File: src/rtl/tss_ram.sv
// generic single-port-write ram with registered read
`timescale 1ns / 1ps
`default_nettype none
module tss_ram #(
    parameter int WIDTH = 32,
    parameter int DEPTH = 64
) (
    input  wire logic                     clk,
    input  wire logic                     we,
    input  wire logic [$clog2(DEPTH)-1:0] waddr,
    input  wire logic [WIDTH-1:0]         wdata,
    input  wire logic [$clog2(DEPTH)-1:0] raddr,
    output logic      [WIDTH-1:0]         rdata
);

    logic [WIDTH-1:0] mem [DEPTH];

    // write port and registered read port
    always_ff @(posedge clk)
    begin
        if (we)
        begin
            mem[waddr] <= wdata;
        end
        rdata <= mem[raddr];
    end

endmodule
`default_nettype wire

File: config.mk
export PLATFORM = sky130hd
export DESIGN_NAME = tss_ram
export DESIGN_NICKNAME = d
export VERILOG_FILES = /design/src/rtl/tss_ram.sv
export SDC_FILE = /design/constraint.sdc
export NUM_CORES = 2
export LEC_CHECK = 0
export BUFFER_PORTS_ARGS = -buffer_cell sky130_fd_sc_hd__buf_2
export CAP_MARGIN = 10
export CORE_MARGIN = 3
export CORE_UTILIZATION = 55
export DETAILED_ROUTE_END_ITERATION = 10
export GPL_TIMING_DRIVEN = 1
export PLACE_DENSITY_LB_ADDON = 0.1
export SYNTH_ARGS = -nofsm -noshare
export SYNTH_HDL_FRONTEND = slang
export SYNTH_SLANG_ARGS = --single-unit
File: constraint.sdc
create_clock -name clk -period 9.8 [get_ports clk]
set_input_delay 0.49 -clock clk [delete_from_list [all_inputs] [get_ports clk]]
set_output_delay 0.49 -clock clk [all_outputs]
set_load 0.01 [all_outputs]
==> reports/metrics.cfg <==
[status]
status=completed

[clocking]
cts_resized=0
post_cts_buffers=0
cts.sinks=2080
cts_root_buf=clkbuf_16
cts_hold_buf=0
tritoncts=built
clk_latency_ns=0.83
htreeDepth=4
cts_made_buffers=201
cts.clk_slew.worst_paths_ns=0.06
clockBufferDepth=3

[floorplan]
fp.dieW_um=383.8
die_h_um=383.8
core_area_um2=141600
io_pins=78
initial_core_util=0.5545
die-area_um2=147300
rows=138

[sta]
tightest_slew_ns=1.274
fin_crit_ns=3.530
clock_skew_ns=0.03141
clock.fmax_mhz=283.3
drv_slew=0
setup_viol=0
finalHoldViolCount=0
fin_ws_ns=6.270
fin_tns_setup_ns=0
slew_headroom=0.1505
final.period_utilization=0.3602
rsz0062_at_grt=no

[cells_and_area]
drive_gt1_frac=0.2924
finalNetCount=3592
fill_cells=9440
areaGrowthSynthToFinish_pct=12.40
fin_cells=5606

[synthesis]
synth_fp_nets=3370
syn_area_per_cell_um2=23.62
yosysSeqAreaShare=0.7914
synth_cells=3324
synth_top_area_frac=0.7833
synth_seq_cells=2080
synth_area_leaders=edfxtp_1 (78%), mux4_2 (16%), mux2i_1 (1.2%), dfxtp_1 (0.82%), o22ai_1 (0.67%)
synth_warnings=0
synth_top_cell_by_area=edfxtp_1
synthDistinctLibCells=34
syn_area_um2=78520

[setup_path]
required_ns=10.48
critical-path-top-delay-family=buffers and inverters
r2r_end=rdata[6]$_DFF_P_
crit_path_start=raddr[1]
cp_max_fo=66
cp_slowest_cell=buf_4
critPathKind=input port to register
reg2reg_from=mem[53][6]$_DFFE_PP_
path_depth=8
endpoint_kind=register
cp_num_buf_inv=3
slowest_delay_ns=0.85
path_cells=buf_8 -> buf_4 -> buf_4 -> mux4_2 -> o22ai_1 -> nor2_1 -> a21oi_1 -> nor2_1
startpoint_type=input port
reg2regPathDepth=5
critPathArrivalTime_ns=4.22
r2r_setup_slack_ns=7.38
worstSetupEndpoint=rdata[10]$_DFF_P_

[global_routing]
grt-ovfl-total=0
grt_pass1_vias=37550
grt_max_degree=101
grt_pass1_wl_mm=287.3
grt_usage=0.2831
antenna_found_initial=24

[route]
dr.pass1.iters=6
ant_nets=0
wl_per_cell_um=36.45
vias=37050
finalWirelength_mm=204.3
vias_per_cell=6.609
drc_errors=0
drt-initial-drc-count=5096

[hold_path]
min_delay_path_depth=1
min_path_type=input port to register

[power]
p_leak_nw=27.43
vdd_drop_max_mv=0.1433
p_per_area_nw_per_um2=206.6

[place]
globalplace.congestion=0.8004
port_buffers=77
dp_hpwl_mm=107.5
dp.cells=5226
dp_slack_ns=5.404

[run]
max_cap_violations=0

## routing by layer
| metal | vias to the layer above | wire (um) | global-route usage |
|---|---|---|---|
| met5 | - | 77 | 0 |
| met4 | 10 | 5534 | 0.08260 |
| met3 | 317 | 22410 | 0.06625 |
| met2 | 1990 | 96990 | 0.4343 |
| met1 | 20000 | 79340 | 0.4142 |
| li1 | 14740 | - | - |
## synthesized netlist by cell type
master    count
nand3_1       5
edfxtp_1   2048
clkbuf_1     74
nor2_1      137
and3_1        4
a311oi_1      8
o32ai_1       4
nor3_1        7
buf_1        21
a41o_1        4
o221ai_1     27
nand2_1      26
or3b_1        2
mux2i_1      93
nand2b_1      8
buf_6         5
nand4b_1      1
nand3b_1      5
or3b_2        3
buf_2        57
or3_1         3
and2_1        2
or2_1         1
or2_0         1
buf_4        25
a31oi_1       1
mux4_2      544
dfxtp_1      32
a22oi_1      12
a21oi_1      62
nor2b_1      15
o22ai_1      84
or2_2         1
nand4_1       2
## worst register-to-register path: stages, from the launching register on
cell	delay, ns
edfxtp_1	0.37
mux4_2	0.50
o22ai_1	0.43
nor2_1	0.22
a21oi_1	0.68
nor2_1	0.09
## through the flow
stage               area [um^2]  utilization  total power, mW  hold WS (ns)
finish                    88250       0.6233            18.23       0.07384
global route              88230       0.6232            18.74       0.03249
CTS                       88100       0.6222            18.33        0.1743
detailed placement        81850       0.5781            11.01        0.7062
global placement          81850       0.5781            10.98        0.6940
floorplan                 78520            -            10.54        0.5889
## cells by family (layout without fill, tap and decap cells)
family | after synthesis | in the layout | share of synthesized area
DFF | 2080 | 2080 | 0.7914
other | 0 | 9 | 0
AOI/OAI and AO/OA | 202 | 202 | 0.01673
and+or+nand+nor | 223 | 223 | 0.01265
muxes | 637 | 637 | 0.1679
buffers and inverters | 182 | 565 | 0.01128
## power breakdown
| part | leakage (nW) | switching (mW) | total [mW] | internal, mW |
|---|---|---|---|---|
| Sequential | 18.7 | 0.0470 | 9.90 | 9.85 |
| Clock | 3.06 | 3.20 | 7.41 | 4.22 |
| Combinational | 5.68 | 0.595 | 0.922 | 0.326 |
## worst min-delay path by stage
stage,from,end,slack (ns)
CTS,raddr[4],rdata[27]$_DFF_P_,0.17
detailed placement,mem[13][8]$_DFFE_PP_,rdata[8]$_DFF_P_,0.71
global placement,mem[12][8]$_DFFE_PP_,rdata[8]$_DFF_P_,0.69
finish,wdata[11],mem[1][11]$_DFFE_PP_,0.07
global route,wdata[11],mem[1][11]$_DFFE_PP_,0.03
floorplan,wdata[0],mem[0][0]$_DFFE_PP_,0.59
## layout make-up
class,count,area [um^2],share of cell area
antenna,9,22.52,0.0002552
clock buffer,258,5370,0.06085
clock inverter,106,877.1,0.009938
multi-input combinational,1062,15970,0.1810
sequential,2080,62140,0.7041
tap,1890,2365,0.02680
timing repair buffer,201,1506,0.01707
## flip-flops by register name, summed over array words and instances, names as in the netlist
signal	flops
mem	2048
rdata	32
## placed cells by master, fill, tap and decap left out, types with 50 or more instances in the layout
master and count:
nor2_4 62, buf_4 112, mux4_2 544, mux2i_1 93, edfxtp_1 2048, a21oi_1 62
o22ai_1 84, clkbuf_1 50, buf_2 73, nor2_1 74, clkbuf_16 206
(Power assumes the default switching activity.)
