## src/rtl/tss_pkg.sv

```systemverilog
// shared types, constants and helpers for the tableau simplex solver
`timescale 1ns / 1ps
`default_nettype none
package tss_pkg;

    // default sizes of the tableau store
    localparam int MAX_VARS_DEF = 16;
    localparam int MAX_EQS_DEF  = 16;

    // register reset values
    localparam logic [4:0] NUM_VARS_RST   = 5'd16;
    localparam logic [4:0] NUM_EQS_RST    = 5'd16;
    localparam logic [9:0] MAX_PIVOTS_RST = 10'd256;

    // q16.16 one
    localparam logic signed [31:0] Q_ONE = 32'sh0001_0000;

    // input item codes
    localparam logic [1:0] MODE_COEF_A = 2'd0;
    localparam logic [1:0] MODE_COEF_C = 2'd1;
    localparam logic [1:0] MODE_COEF_B = 2'd2;
    localparam logic [1:0] MODE_START  = 2'd3;

    // configuration register indexes
    localparam logic [1:0] CFG_NUM_VARS   = 2'd0;
    localparam logic [1:0] CFG_NUM_EQS    = 2'd1;
    localparam logic [1:0] CFG_MAX_PIVOTS = 2'd2;

    typedef struct packed {
        logic [1:0]         mode;
        logic [3:0]         row;
        logic [3:0]         col;
        logic signed [31:0] value;
    } in_item_t;

    typedef struct packed {
        logic               status;
        logic [3:0]         var_index;
        logic signed [31:0] var_value;
        logic signed [31:0] objective;
        logic               last;
    } out_item_t;

    // divider request and response
    typedef struct packed {
        logic               start;
        logic signed [31:0] num;
        logic signed [31:0] den;
    } div_req_t;

    typedef struct packed {
        logic               done;
        logic signed [31:0] quo;
    } div_rsp_t;

    // saturate a wide signed value to 32 bits
    function automatic logic signed [31:0] sat32(input logic signed [63:0] v);
        logic signed [31:0] r;
        if (v > 64'sh0000_0000_7FFF_FFFF)
            r = 32'sh7FFF_FFFF;
        else if (v < -64'sh0000_0000_8000_0000)
            r = 32'sh8000_0000;
        else
            r = v[31:0];
        return r;
    endfunction

endpackage
`default_nettype wire

```

## src/rtl/tss_div.sv

```systemverilog
// iterative q16.16 divider, one quotient bit per cycle, positive divisor
`timescale 1ns / 1ps
`default_nettype none
module tss_div (
    input  wire logic              clk,
    input  wire logic              rst_n,
    input  wire tss_pkg::div_req_t req,
    output tss_pkg::div_rsp_t      rsp
);

    logic        busy_reg;
    logic        done_reg;
    logic [5:0]  cnt_reg;
    logic        neg_reg;
    logic [31:0] rem_reg;
    logic [47:0] num_reg;
    logic [47:0] quo_reg;
    logic [31:0] den_reg;

    logic [31:0] mag;
    logic [32:0] trial;
    logic        fits;

    // magnitude of the dividend and trial subtract
    always_comb
    begin
        mag   = req.num[31] ? (~req.num + 32'd1) : req.num;
        trial = {rem_reg, num_reg[47]};
        fits  = (trial >= {1'b0, den_reg});
    end

    // shift and subtract loop
    always_ff @(posedge clk or negedge rst_n)
    begin
        if (!rst_n)
        begin
            busy_reg <= 1'b0;
            done_reg <= 1'b0;
            cnt_reg  <= '0;
        end
        else
        begin
            done_reg <= 1'b0;
            if (req.start)
            begin
                busy_reg <= 1'b1;
                cnt_reg  <= '0;
                neg_reg  <= req.num[31];
                rem_reg  <= '0;
                num_reg  <= {mag, 16'd0};
                quo_reg  <= '0;
                den_reg  <= req.den;
            end
            else if (busy_reg)
            begin
                rem_reg <= fits ? 32'(trial - {1'b0, den_reg}) : trial[31:0];
                num_reg <= {num_reg[46:0], 1'b0};
                quo_reg <= {quo_reg[46:0], fits};
                cnt_reg <= cnt_reg + 6'd1;
                if (cnt_reg == 6'd47)
                begin
                    busy_reg <= 1'b0;
                    done_reg <= 1'b1;
                end
            end
        end
    end

    // sign and saturation of the quotient
    always_comb
    begin
        rsp.done = done_reg;
        if (neg_reg)
            rsp.quo = (quo_reg > 48'h0000_8000_0000) ? 32'sh8000_0000
                                                     : (~quo_reg[31:0] + 32'd1);
        else
            rsp.quo = (quo_reg > 48'h0000_7FFF_FFFF) ? 32'sh7FFF_FFFF : quo_reg[31:0];
    end

endmodule
`default_nettype wire

```

## config.mk

```make
export PLATFORM = sky130hd
export DESIGN_NAME = tss_div
export DESIGN_NICKNAME = d
export VERILOG_FILES = /design/src/rtl/tss_pkg.sv /design/src/rtl/tss_div.sv
export SDC_FILE = /design/constraint.sdc
export NUM_CORES = 1
export LEC_CHECK = 0
export BUFFER_PORTS_ARGS = -buffer_cell sky130_fd_sc_hd__buf_4
export CORE_ASPECT_RATIO = 0.9
export CORE_MARGIN = 1
export CORE_UTILIZATION = 30
export DETAILED_ROUTE_END_ITERATION = 8
export GPL_TIMING_DRIVEN = 1
export SLEW_MARGIN = 20
export SYNTH_ARGS = -nofsm -noshare
export SYNTH_HDL_FRONTEND = slang
export SYNTH_SLANG_ARGS = --single-unit
```

## constraint.sdc

```tcl
create_clock -name clk -period 4.7 [get_ports clk]
set_input_delay 0.705 -clock clk [delete_from_list [all_inputs] [get_ports clk]]
set_output_delay 0.705 -clock clk [all_outputs]
set_load 0.03 [all_outputs]
```

==> impl_results.md, run 1 <==
* Grt ovf at 0
* Gpl congestion at 0.905
* Syn_nets at 1195
* Synth-to-Final Area Change at 16.5%
* EDFF count, synth at 161
* Die Width at 203 um
* Initial antenna violation count at 0
* First-pass GRT wire length at 41600 um
* Critical Path AT at 3750 ps
* N_diodes at 0
* Nets at 1258
* Initial Utilization at 30.8%
* Post-Synthesis Cells at 1092
* Vias in the first global route at 8113
* Comb pwr share at 27.0%
* Worst-Margin Slew at 1080 ps
* Die H at 183 um
* Drt total wl at 25300 um
* Core Util, Final at 35.8%
* Root Driver: clkbuf_16
* Mapped cell area at 0.0109 mm^2
* Total track usage at 13.8%
* Worst setup margin at 241 ps
* Synth warnings at 0
* Yosys top cell by area: edfxtp_1
* Share of layout cells above drive strength 1 at 14.3%
* Die area at 0.0370 mm^2
* Clock Skew at 13.9 ps
* Synth top area share at 44.4%
* IO buf count at 99
* Fin. max-slew vios at 0
* Top delay family on crit path: simple AND/OR/NAND/NOR gates
* # clock sinks at 169
* I/O pins at 100
* CP required at 3990 ps
* CTS buffer count at 17
* Htree depth at 4
* Peak Freq at 224 MHz
* HPWL Detailed at 17400 um
* Total Neg Setup Slack at 0 ps
* Peak supply drop at 0.278 mV
* Post-CTS resize count at 0
* Most frequent cell after synthesis: edfxtp_1
* Distinct cell type count after synthesis at 66
* CTS tree: done
* Vias at 8463
* Unrepaired setup endpoints after global routing: false
* Largest net degree at the start of global routing at 81
* Top cells by area, synth: edfxtp_1 (44%), mux2i_1 (7.8%), nor2_1 (4.8%)
* Hold_buf cts at 0
* Period utilisation layout at 94.9%
* Post-CTS Repair Setup Buffers at 0
* Clock latency on the worst-skew pair at 430 ps
* Crit path buf inv count at 1
* Critical Setup Path Class: flip-flop to output pin
* Initial DRC Count at 538
* Syn_area_per_cell at 9.96 um^2
* Clock buffer depth at 2
* Core area at 0.0354 mm^2
* Tmin final at 4460 ps
* Wire per inst at 15.4 um
* Top post-synthesis cells by count: edfxtp_1 (161), nor2_1 (140), nand2_1 (93)
* Sequential share of power at 41.5%
* Flops & latches, synth at 169
* Worst-path maximum fanout at 18
* Net load switching power at 1.44 mW
* Drt first pass iters at 7
* Async set-reset flop share out of synthesis at 4.73%
* Cell area power density at 366 mW/mm^2
* Clk network pwr share at 31.5%
* Sequential area share after synthesis at 46.3%
* Final setup vio count at 0
* Final Hold Vio Count at 0
* Int Power at 3.21 mW
* Maxcap violations at 0
* Rows at 65
* CP max stage delay at 590 ps
* Headroom to the max-slew limit at 27.5%
* Drt via density at 5.17
* Pre-CTS setup slack at 511 ps
* Status: finished, final reports clean
* ANT nets after route at 0
* Most used DFF post-synth: edfxtp_1
* Leak pwr at 5.24 nW
* Element type at the critical path end: output pin
* Remaining routing DRC violations at 0
* Critical path's slowest cell: or4_4
* Critical path startpoint category: flip-flop
* Hold crit path type: primary input to flip-flop
* CTS clk-pin slew, worst paths at 70 ps
* CP Cell Sequence: or4_4 -> nor4_4 -> nand4_1 -> o21a_1 -> or2_1 -> or4_1 -> a31oi_1 -> buf_4
* Switching share of power at 31.0%
-- per-stage QoR --
step                hold WS, ps  instance area, um^2  cells  total power [mW]
global placement            524                12100   1605              3.19
CTS                         418                12700   1637              4.69
global route                416                12700   1637              4.90
detailed placement          529                12100   1605              3.21
floorplan                   409                10900   1092              2.86
finish                      442                12700   1637              4.65
-- area by class of cell --
class	count	area (um^2)
Fill cell	3580	22700
Multi-Input combinational cell	804	5410
Sequential cell	169	5040
Timing Repair Buffer	112	853
Tap cell	469	587
Clock buffer	18	429
Inverter	51	191
Clock inverter	14	169
-- logic make-up (layout without fill, tap and decap cells) --
group | after synthesis | count (layout) | synth area share (%)
AOI/OAI and AO/OA | 246 | 246 | 15.7
xor gates and xnor gates | 61 | 61 | 4.91
adders and majority gates | 36 | 36 | 4.21
buffers and inverters | 119 | 195 | 4.23
DFF | 169 | 169 | 46.3
muxes | 86 | 86 | 7.92
and+or+nand+nor | 375 | 375 | 16.7
-- final timing paths --
check,cells after the start,startpoint,slack (ps),end
setup / recovery,8,quo_reg[13],240,rsp[29]
hold / removal,1,req[19],440,den_reg[19]
setup reg to reg,10,rem_reg[19],950,rem_reg[0]
hold reg to reg,2,num_reg[46],550,num_reg[47]
max in group asynchronous,2,rst_n,3720,busy_reg
min in group asynchronous,2,rst_n,620,done_reg
-- layout by cell type, fill, tap and decap left out, types with 4 or more instances in the layout --
| cell | count |
|---|---|
| a22o_1 | 32 |
| nor2_1 | 140 |
| inv_1 | 50 |
| a31oi_1 | 9 |
| or2_2 | 5 |
| clkbuf_16 | 17 |
| or3_1 | 14 |
| edfxtp_1 | 161 |
| nor3_1 | 18 |
| o211a_1 | 4 |
| o31ai_1 | 8 |
| nor4_1 | 14 |
| nor3b_1 | 9 |
| a211oi_1 | 27 |
| a21oi_1 | 41 |
| o211ai_1 | 12 |
| mux2i_1 | 85 |
| nand2b_1 | 8 |
| nand2_1 | 93 |
| a21o_1 | 9 |
| xnor2_1 | 49 |
| o21a_1 | 7 |
| o21ai_0 | 56 |
| dfrtp_1 | 7 |
| and3_1 | 6 |
| a311oi_1 | 5 |
| nand4b_1 | 6 |
| ha_1 | 35 |
| or4_1 | 4 |
| nand4_1 | 13 |
| inv_6 | 4 |
| buf_4 | 111 |
| o311ai_0 | 15 |
| nand3_1 | 17 |
| xor2_1 | 12 |
-- power groups by stage --
stage	clock (mW)	combinational (mW)	sequential, mW
2_1_floorplan	0	0.942	1.92
3_3_place_gp	0	1.23	1.96
3_5_place_dp	0	1.25	1.96
4_1_cts	1.51	1.26	1.93
5_1_grt	1.56	1.39	1.95
6_report	1.46	1.25	1.93
-- per-layer routing --
layer	up-vias	GRT usage [%]	wire length, um
met2	199	21.3	11300
li1	4195	-	-
met1	4052	19.5	12600
met4	0	3.85	246
met5	-	0	0
met3	17	2.64	1120
Power figures use the tool's default switching activity.
==> run 2, diff against run 1 <==
==> constraint.sdc (replaced) <==
create_clock -name clk -period 4.7 [get_ports clk]
set_input_delay 0.705 -clock clk [delete_from_list [all_inputs] [get_ports clk]]
set_output_delay 0.705 -clock clk [all_outputs]
set_load 0.1 [all_outputs]
==> run 2 against run 1 <==
  * Non-clock buffer count rose by 3
  * Worst setup slack better by 12 ps
  * Clock skew down 2.3 ps
  * Hold slack worse by 130 ps
  * Critical path depth increased by 2
  * Flip-flop and latch count stayed put
  * Final area rose by 0.37%
  * Register-to-register slack worse by 190 ps
  * First-iteration DRC count is 11% higher
==> impl_results.md, run 2 (synthesis results as in run 1) <==
* Total track usage at 14.0% (was 13.8%)
* Wire per inst at 15.7 um (was 15.4 um)
* Synth-to-Final Area Change at 16.9% (was 16.5%)
* Fin. max-slew vios at 0 (unchanged)
* Clk network pwr share at 30.9% (was 31.5%)
* Net load switching power at 1.57 mW (was 1.44 mW)
* Drt first pass iters at 5 (was 7)
* Root Driver: clkbuf_16 (unchanged)
* Tmin final at 4450 ps (was 4460 ps)
* Drt total wl at 25700 um (was 25300 um)
* Initial Utilization at 30.8% (unchanged)
* CP required at 3990 ps (about the same)
* Most frequent cells in the layout: edfxtp_1 (161), nor2_1 (140), buf_4 (114) (was edfxtp_1 (161), nor2_1 (140), buf_4 (111))
* Unrepaired setup endpoints after global routing: false (unchanged)
* Clock latency on the worst-skew pair at 430 ps (about the same)
* Flop2flop setup slack at 760 ps (was 950 ps)
* Nets at 1261 (was 1258)
* CP max stage delay at 520 ps (was 590 ps)
* Final setup vio count at 0 (unchanged)
* Cell area power density at 378 mW/mm^2 (was 366 mW/mm^2)
* Hold_buf cts at 0 (unchanged)
* Critical Path AT at 3740 ps (was 3750 ps)
* Vias at 8506 (was 8463)
* CP Cell Sequence: inv_1 -> ha_1 -> or3b_2 -> nor3_2 -> nand4_1 -> o21a_1 -> or2_1 -> buf_4 -> o311ai_1 -> buf_4 (was or4_4 -> nor4_4 -> nand4_1 -> o21a_1 -> or2_1 -> or4_1 -> a31oi_1 -> buf_4)
* Comb pwr share at 28.9% (was 27.0%)
* Top delay family on crit path: simple AND/OR/NAND/NOR gates (unchanged)
* IO buf count at 99 (unchanged)
* CP Depth at 10 (was 8)
* Headroom to the max-slew limit at 41.8% (was 27.5%)
* Most frequent CP cell: buf_4
* Post-CTS resize count at 0 (unchanged)
* ANT nets after route at 0 (unchanged)
* CTS tree: done (unchanged)
* Peak Freq at 225 MHz (was 224 MHz)
* Grt ovf at 0 (unchanged)
* Clock Skew at 11.7 ps (was 13.9 ps)
* Initial antenna violation count at 0 (unchanged)
* Commonest non-fill, non-tap cell in the layout: edfxtp_1 (unchanged)
* Initial DRC Count at 597 (was 538)
* Peak supply drop at 0.257 mV (was 0.278 mV)
* Critical Setup Path Class: flip-flop to output pin (unchanged)
* Status: finished, final reports clean (unchanged)
* Remaining routing DRC violations at 0 (unchanged)
* Post-CTS Repair Setup Buffers at 0 (unchanged)
* Critical path's slowest cell: or3b_2 (was or4_4)
* Critical path startpoint category: flip-flop (unchanged)
* Die H at 183 um (unchanged)
* I/O pins at 100 (unchanged)
* Setup crit start: quo_reg[0] (was quo_reg[13])
* Vias in the first global route at 8039 (was 8113)
* Crit path buf inv count at 3 (was 1)
* Maxcap violations at 0 (unchanged)
* Total Neg Setup Slack at 0 ps (unchanged)
* Final Hold Vio Count at 0 (unchanged)
* Depth of the most critical reg-to-reg path at 10 (unchanged)
* RR Endpoint: rem_reg[22] (was rem_reg[0])
* Int Power at 3.23 mW (was 3.21 mW)
* Htree depth at 4 (unchanged)
* First-pass GRT wire length at 42400 um (was 41600 um)
* Die Width at 203 um (unchanged)
* Core area at 0.0354 mm^2 (unchanged)
* Clock buffer depth at 2 (unchanged)
* Sequential share of power at 40.2% (was 41.5%)
* Gpl congestion at 0.859 (was 0.905)
* Element type at the critical path end: output pin (unchanged)
* HPWL Detailed at 17400 um (about the same)
* CTS buffer count at 17 (unchanged)
* R2r startpoint: rem_reg[19] (unchanged)
* Largest net degree at the start of global routing at 86 (was 81)
* Worst-Margin Slew at 873 ps (was 1080 ps)
* Period utilisation layout at 94.6% (was 94.9%)
* Hold crit path type: primary input to asynchronous set/reset pin (was primary input to flip-flop)
* # clock sinks at 169 (unchanged)
* Fill cells at 3575 (was 3580)
* Worst-path maximum fanout at 17 (was 18)
* Switching share of power at 32.8% (was 31.0%)
* N_diodes at 0 (unchanged)
* Die area at 0.0370 mm^2 (unchanged)
* Share of layout cells above drive strength 1 at 14.8% (was 14.3%)
* Worst Setup EP: rsp[6] (was rsp[29])
* Leak pwr at 5.27 nW (was 5.24 nW)
* CTS clk-pin slew, worst paths at 70 ps (about the same)
* Pwr Total at 4.80 mW (was 4.65 mW)
* Drt via density at 5.19 (was 5.17)
* Rows at 65 (unchanged)
-- run 2: cell types whose count changed in the layout (fill, tap and decap cells not counted), sizes merged --
cell,before,now
clkbuf,18,20
clkinvlp,3,2
buf,112,115
inv,54,53
-- run 2: worst min-delay path by stage --
stage,from,slack (ps),endpoint
after floorplan,rst_n,410,busy_reg
after global placement,num_reg[22],530,num_reg[23]
after detailed placement,num_reg[39],530,num_reg[40]
after CTS,rst_n,290,done_reg
after global routing,rst_n,320,done_reg
final,rst_n,310,done_reg
-- run 2: power by group through the flow --
stage | combinational [mW] | clock, mW | sequential, mW
floorplan | 1.07 | 0 | 1.92
global route | 1.53 | 1.59 | 1.95
global placement | 1.36 | 0 | 1.96
finish | 1.39 | 1.49 | 1.93
CTS | 1.39 | 1.53 | 1.93
detailed placement | 1.38 | 0 | 1.96
-- run 2: through the flow --
step	utilization, %	hold slack (ps)	setup slack (ps)	cells	instance area (um^2)
2_1_floorplan	-	409	-787	1092	10900
3_3_place_gp	34.2	526	639	1607	12100
3_5_place_dp	34.2	529	543	1607	12100
4_1_cts	35.9	286	52.5	1639	12700
5_1_grt	36.0	319	47.3	1640	12700
6_report	36.0	309	253	1640	12700
-- run 2: area by class of cell --
cell class              instances  area [um^2]  area share, %
clock buffers                  20          447           3.51
clock inverters                12          163           1.28
inverters                      51          191           1.50
multi-input cells             804         5420           42.6
flip-flops and latches        169         5040           39.6
well taps                     469          587           4.61
repair buffers                115          876           6.88
-- run 2: metal layers --
layer / vias up / track usage, % / part of all wire [%]
met4: 0 / 2.98 / 0.81
met5: - / 0 / 0
met3: 14 / 2.66 / 4.5
li1: 4205 / - / -
met2: 201 / 21.4 / 44
met1: 4086 / 20.4 / 51
==> run 3, diff against run 2 <==
--- a/config.mk
+++ b/config.mk
@@ -11,6 +11,7 @@
 export CORE_UTILIZATION = 30
 export DETAILED_ROUTE_END_ITERATION = 8
 export GPL_TIMING_DRIVEN = 1
+export RECOVER_POWER = 50
 export SLEW_MARGIN = 20
 export SYNTH_ARGS = -nofsm -noshare
 export SYNTH_HDL_FRONTEND = slang
==> run 3 against run 2 <==
  * The run now ends with max-capacitance violations, max-slew violations left
  * Clock power about the same
  * Core utilization down 0.088 points
  * Hold slack improved by 160 ps
  * Clock skew down 1.0 ps
  * Register-to-register slack lost 50 ps
  * Critical path depth grew 1
  * Final area fell by 0.25%
  * Flip-flop and latch count stayed put
  * Routed wire length about the same
  * Cell count unchanged
  * Total power barely moved
==> impl_results.md, run 3 (synthesis results as in run 1) <==
* Unrepaired setup endpoints after global routing: false (unchanged)
* Hold crit path type: primary input to flip-flop (was primary input to asynchronous set/reset pin)
* CTS buffer count at 17 (unchanged)
* Die H at 183 um (unchanged)
* Die area at 0.0370 mm^2 (unchanged)
* Failing checks: max-capacitance violations, max-slew violations
* Initial Utilization at 30.8% (unchanged)
* Rows at 65 (unchanged)
* DP Cell Count at 1607 (unchanged)
* Peak supply drop at 0.256 mV (was 0.257 mV)
* HPWL Detailed at 17400 um (unchanged)
* Gpl congestion at 0.859 (unchanged)
* Clock latency on the worst-skew pair at 430 ps (about the same)
* Pwr Total at 4.80 mW (about the same)
* Remaining routing DRC violations at 0 (unchanged)
* Worst-Margin Slew at 2620 ps (was 873 ps)
* Htree depth at 4 (unchanged)
* Final Hold Vio Count at 0 (unchanged)
* Period utilisation layout at 94.5% (was 94.6%)
* Core area at 0.0354 mm^2 (unchanged)
* I/O pins at 100 (unchanged)
* Clk network pwr share at 30.9% (about the same)
* Maxcap violations at 4 (was 0)
* # clock sinks at 169 (unchanged)
* ANT nets after route at 0 (unchanged)
* Sequential share of power at 40.2% (about the same)
* Peak Freq at 225 MHz (about the same)
* Tmin final at 4440 ps (was 4450 ps)
* Worst-path maximum fanout at 5 (was 17)
* Post-CTS Repair Setup Buffers at 0 (unchanged)
* CP required at 3990 ps (about the same)
* Hold Slack at 466 ps (was 309 ps)
* Grt ovf at 0 (unchanged)
* Hold_buf cts at 0 (unchanged)
* Root Driver: clkbuf_16 (unchanged)
* CP Cell Sequence: inv_1 -> ha_1 -> or3b_2 -> nor4_1 -> nand4_1 -> nor4_1 -> nand2_1 -> o21ai_0 -> nand2_1 -> nand3_1 -> buf_4 (was inv_1 -> ha_1 -> or3b_2 -> nor3_2 -> nand4_1 -> o21a_1 -> or2_1 -> buf_4 -> o311ai_1 -> buf_4)
* Drt first pass iters at 5 (unchanged)
* Clock Skew at 10.6 ps (was 11.7 ps)
* Critical path's slowest cell: nor4_1 (was or3b_2)
* Most frequent cells in the layout: edfxtp_1 (161), nor2_1 (140), nand2_1 (93) (was edfxtp_1 (161), nor2_1 (140), buf_4 (114))
* Vias at 8506 (unchanged)
* Largest net degree at the start of global routing at 86 (unchanged)
* Nets at 1261 (unchanged)
* Cell area power density at 378 mW/mm^2 (about the same)
* CP max stage delay at 600 ps (was 520 ps)
* Wire per inst at 15.7 um (about the same)
* Leak pwr at 5.24 nW (was 5.27 nW)
* Int Power at 3.23 mW (about the same)
* Clock buffer depth at 2 (unchanged)
* Total track usage at 14.0% (unchanged)
* Headroom to the max-slew limit at -74.5% (was 41.8%)
* Initial DRC Count at 542 (was 597)
* Top delay family on crit path: simple AND/OR/NAND/NOR gates (unchanged)
* First-pass GRT wire length at 42400 um (unchanged)
* Core Util, Final at 35.9% (was 36.0%)
* Switching share of power at 32.7% (was 32.8%)
* Drt total wl at 25700 um (about the same)
* Commonest non-fill, non-tap cell in the layout: edfxtp_1 (unchanged)
* Critical Path AT at 3740 ps (about the same)
* Critical path startpoint category: flip-flop (unchanged)
* Comb pwr share at 28.9% (about the same)
* CTS clk-pin slew, worst paths at 70 ps (about the same)
* Layout Cells excl Fill at 1640 (unchanged)
* Element type at the critical path end: output pin (unchanged)
* N_diodes at 0 (unchanged)
* Die Width at 203 um (unchanged)
* CTS tree: done (unchanged)
* Final setup vio count at 0 (unchanged)
* Status: finished with violations (was finished, final reports clean)
* Synth-to-Final Area Change at 16.6% (was 16.9%)
* Net load switching power at 1.57 mW (about the same)
* Share of layout cells above drive strength 1 at 14.2% (was 14.8%)
* Fin. max-slew vios at 218 (was 0)
* Drt via density at 5.19 (unchanged)
* Vias in the first global route at 8039 (unchanged)
* IO buf count at 99 (unchanged)
* Crit path buf inv count at 2 (was 3)
* Total Neg Setup Slack at 0 ps (unchanged)
* Initial antenna violation count at 0 (unchanged)
* Critical Setup Path Class: flip-flop to output pin (unchanged)
run 3: cell type report:
class	instances	area [um^2]
Fill cell	3582	22700
Multi-Input combinational cell	804	5420
Sequential cell	169	5030
Timing Repair Buffer	115	848
Tap cell	469	587
Clock buffer	20	447
Inverter	51	191
Clock inverter	12	163
run 3: per-stage QoR:
stage	setup slack [ps]	area (um^2)
2_1_floorplan	-787	10900
3_3_place_gp	639	12100
3_5_place_dp	543	12100
4_1_cts	52.5	12700
5_1_grt	47.3	12700
6_report	257	12700
run 3: worst paths after layout:
kind	slack (ps)	depth (start not counted)	startpoint	end
max in group asynchronous	940	2	rst_n	cnt_reg[3]
hold / removal	470	1	req[6]	den_reg[6]
hold reg to reg	550	1	num_reg[40]	num_reg[41]
setup reg to reg	710	10	rem_reg[19]	rem_reg[16]
min in group asynchronous	1100	1	rst_n	done_reg
setup / recovery	260	11	quo_reg[0]	rsp[30]
run 3: timing repair:
action	in CTS	in global routing
endpoints found under the hold margin	0	0
gates resized for setup	0	2
setup endpoints to repair	0	11
run 3: routing by layer:
metal	part of all wire (%)	global-route usage, %	up-vias
met5	0	0	-
met4	0.70	2.98	0
met3	4.7	2.66	11
met2	44	21.4	196
met1	50	20.4	4095
li1	-	-	4204
run 3: power groups by stage:
| stage | Combinational (mW) | Sequential, mW | Clock [mW] |
|---|---|---|---|
| finish | 1.39 | 1.93 | 1.48 |
| global route | 1.52 | 1.95 | 1.59 |
| CTS | 1.39 | 1.93 | 1.53 |
| detailed placement | 1.38 | 1.96 | 0 |
| global placement | 1.36 | 1.96 | 0 |
| floorplan | 1.07 | 1.92 | 0 |
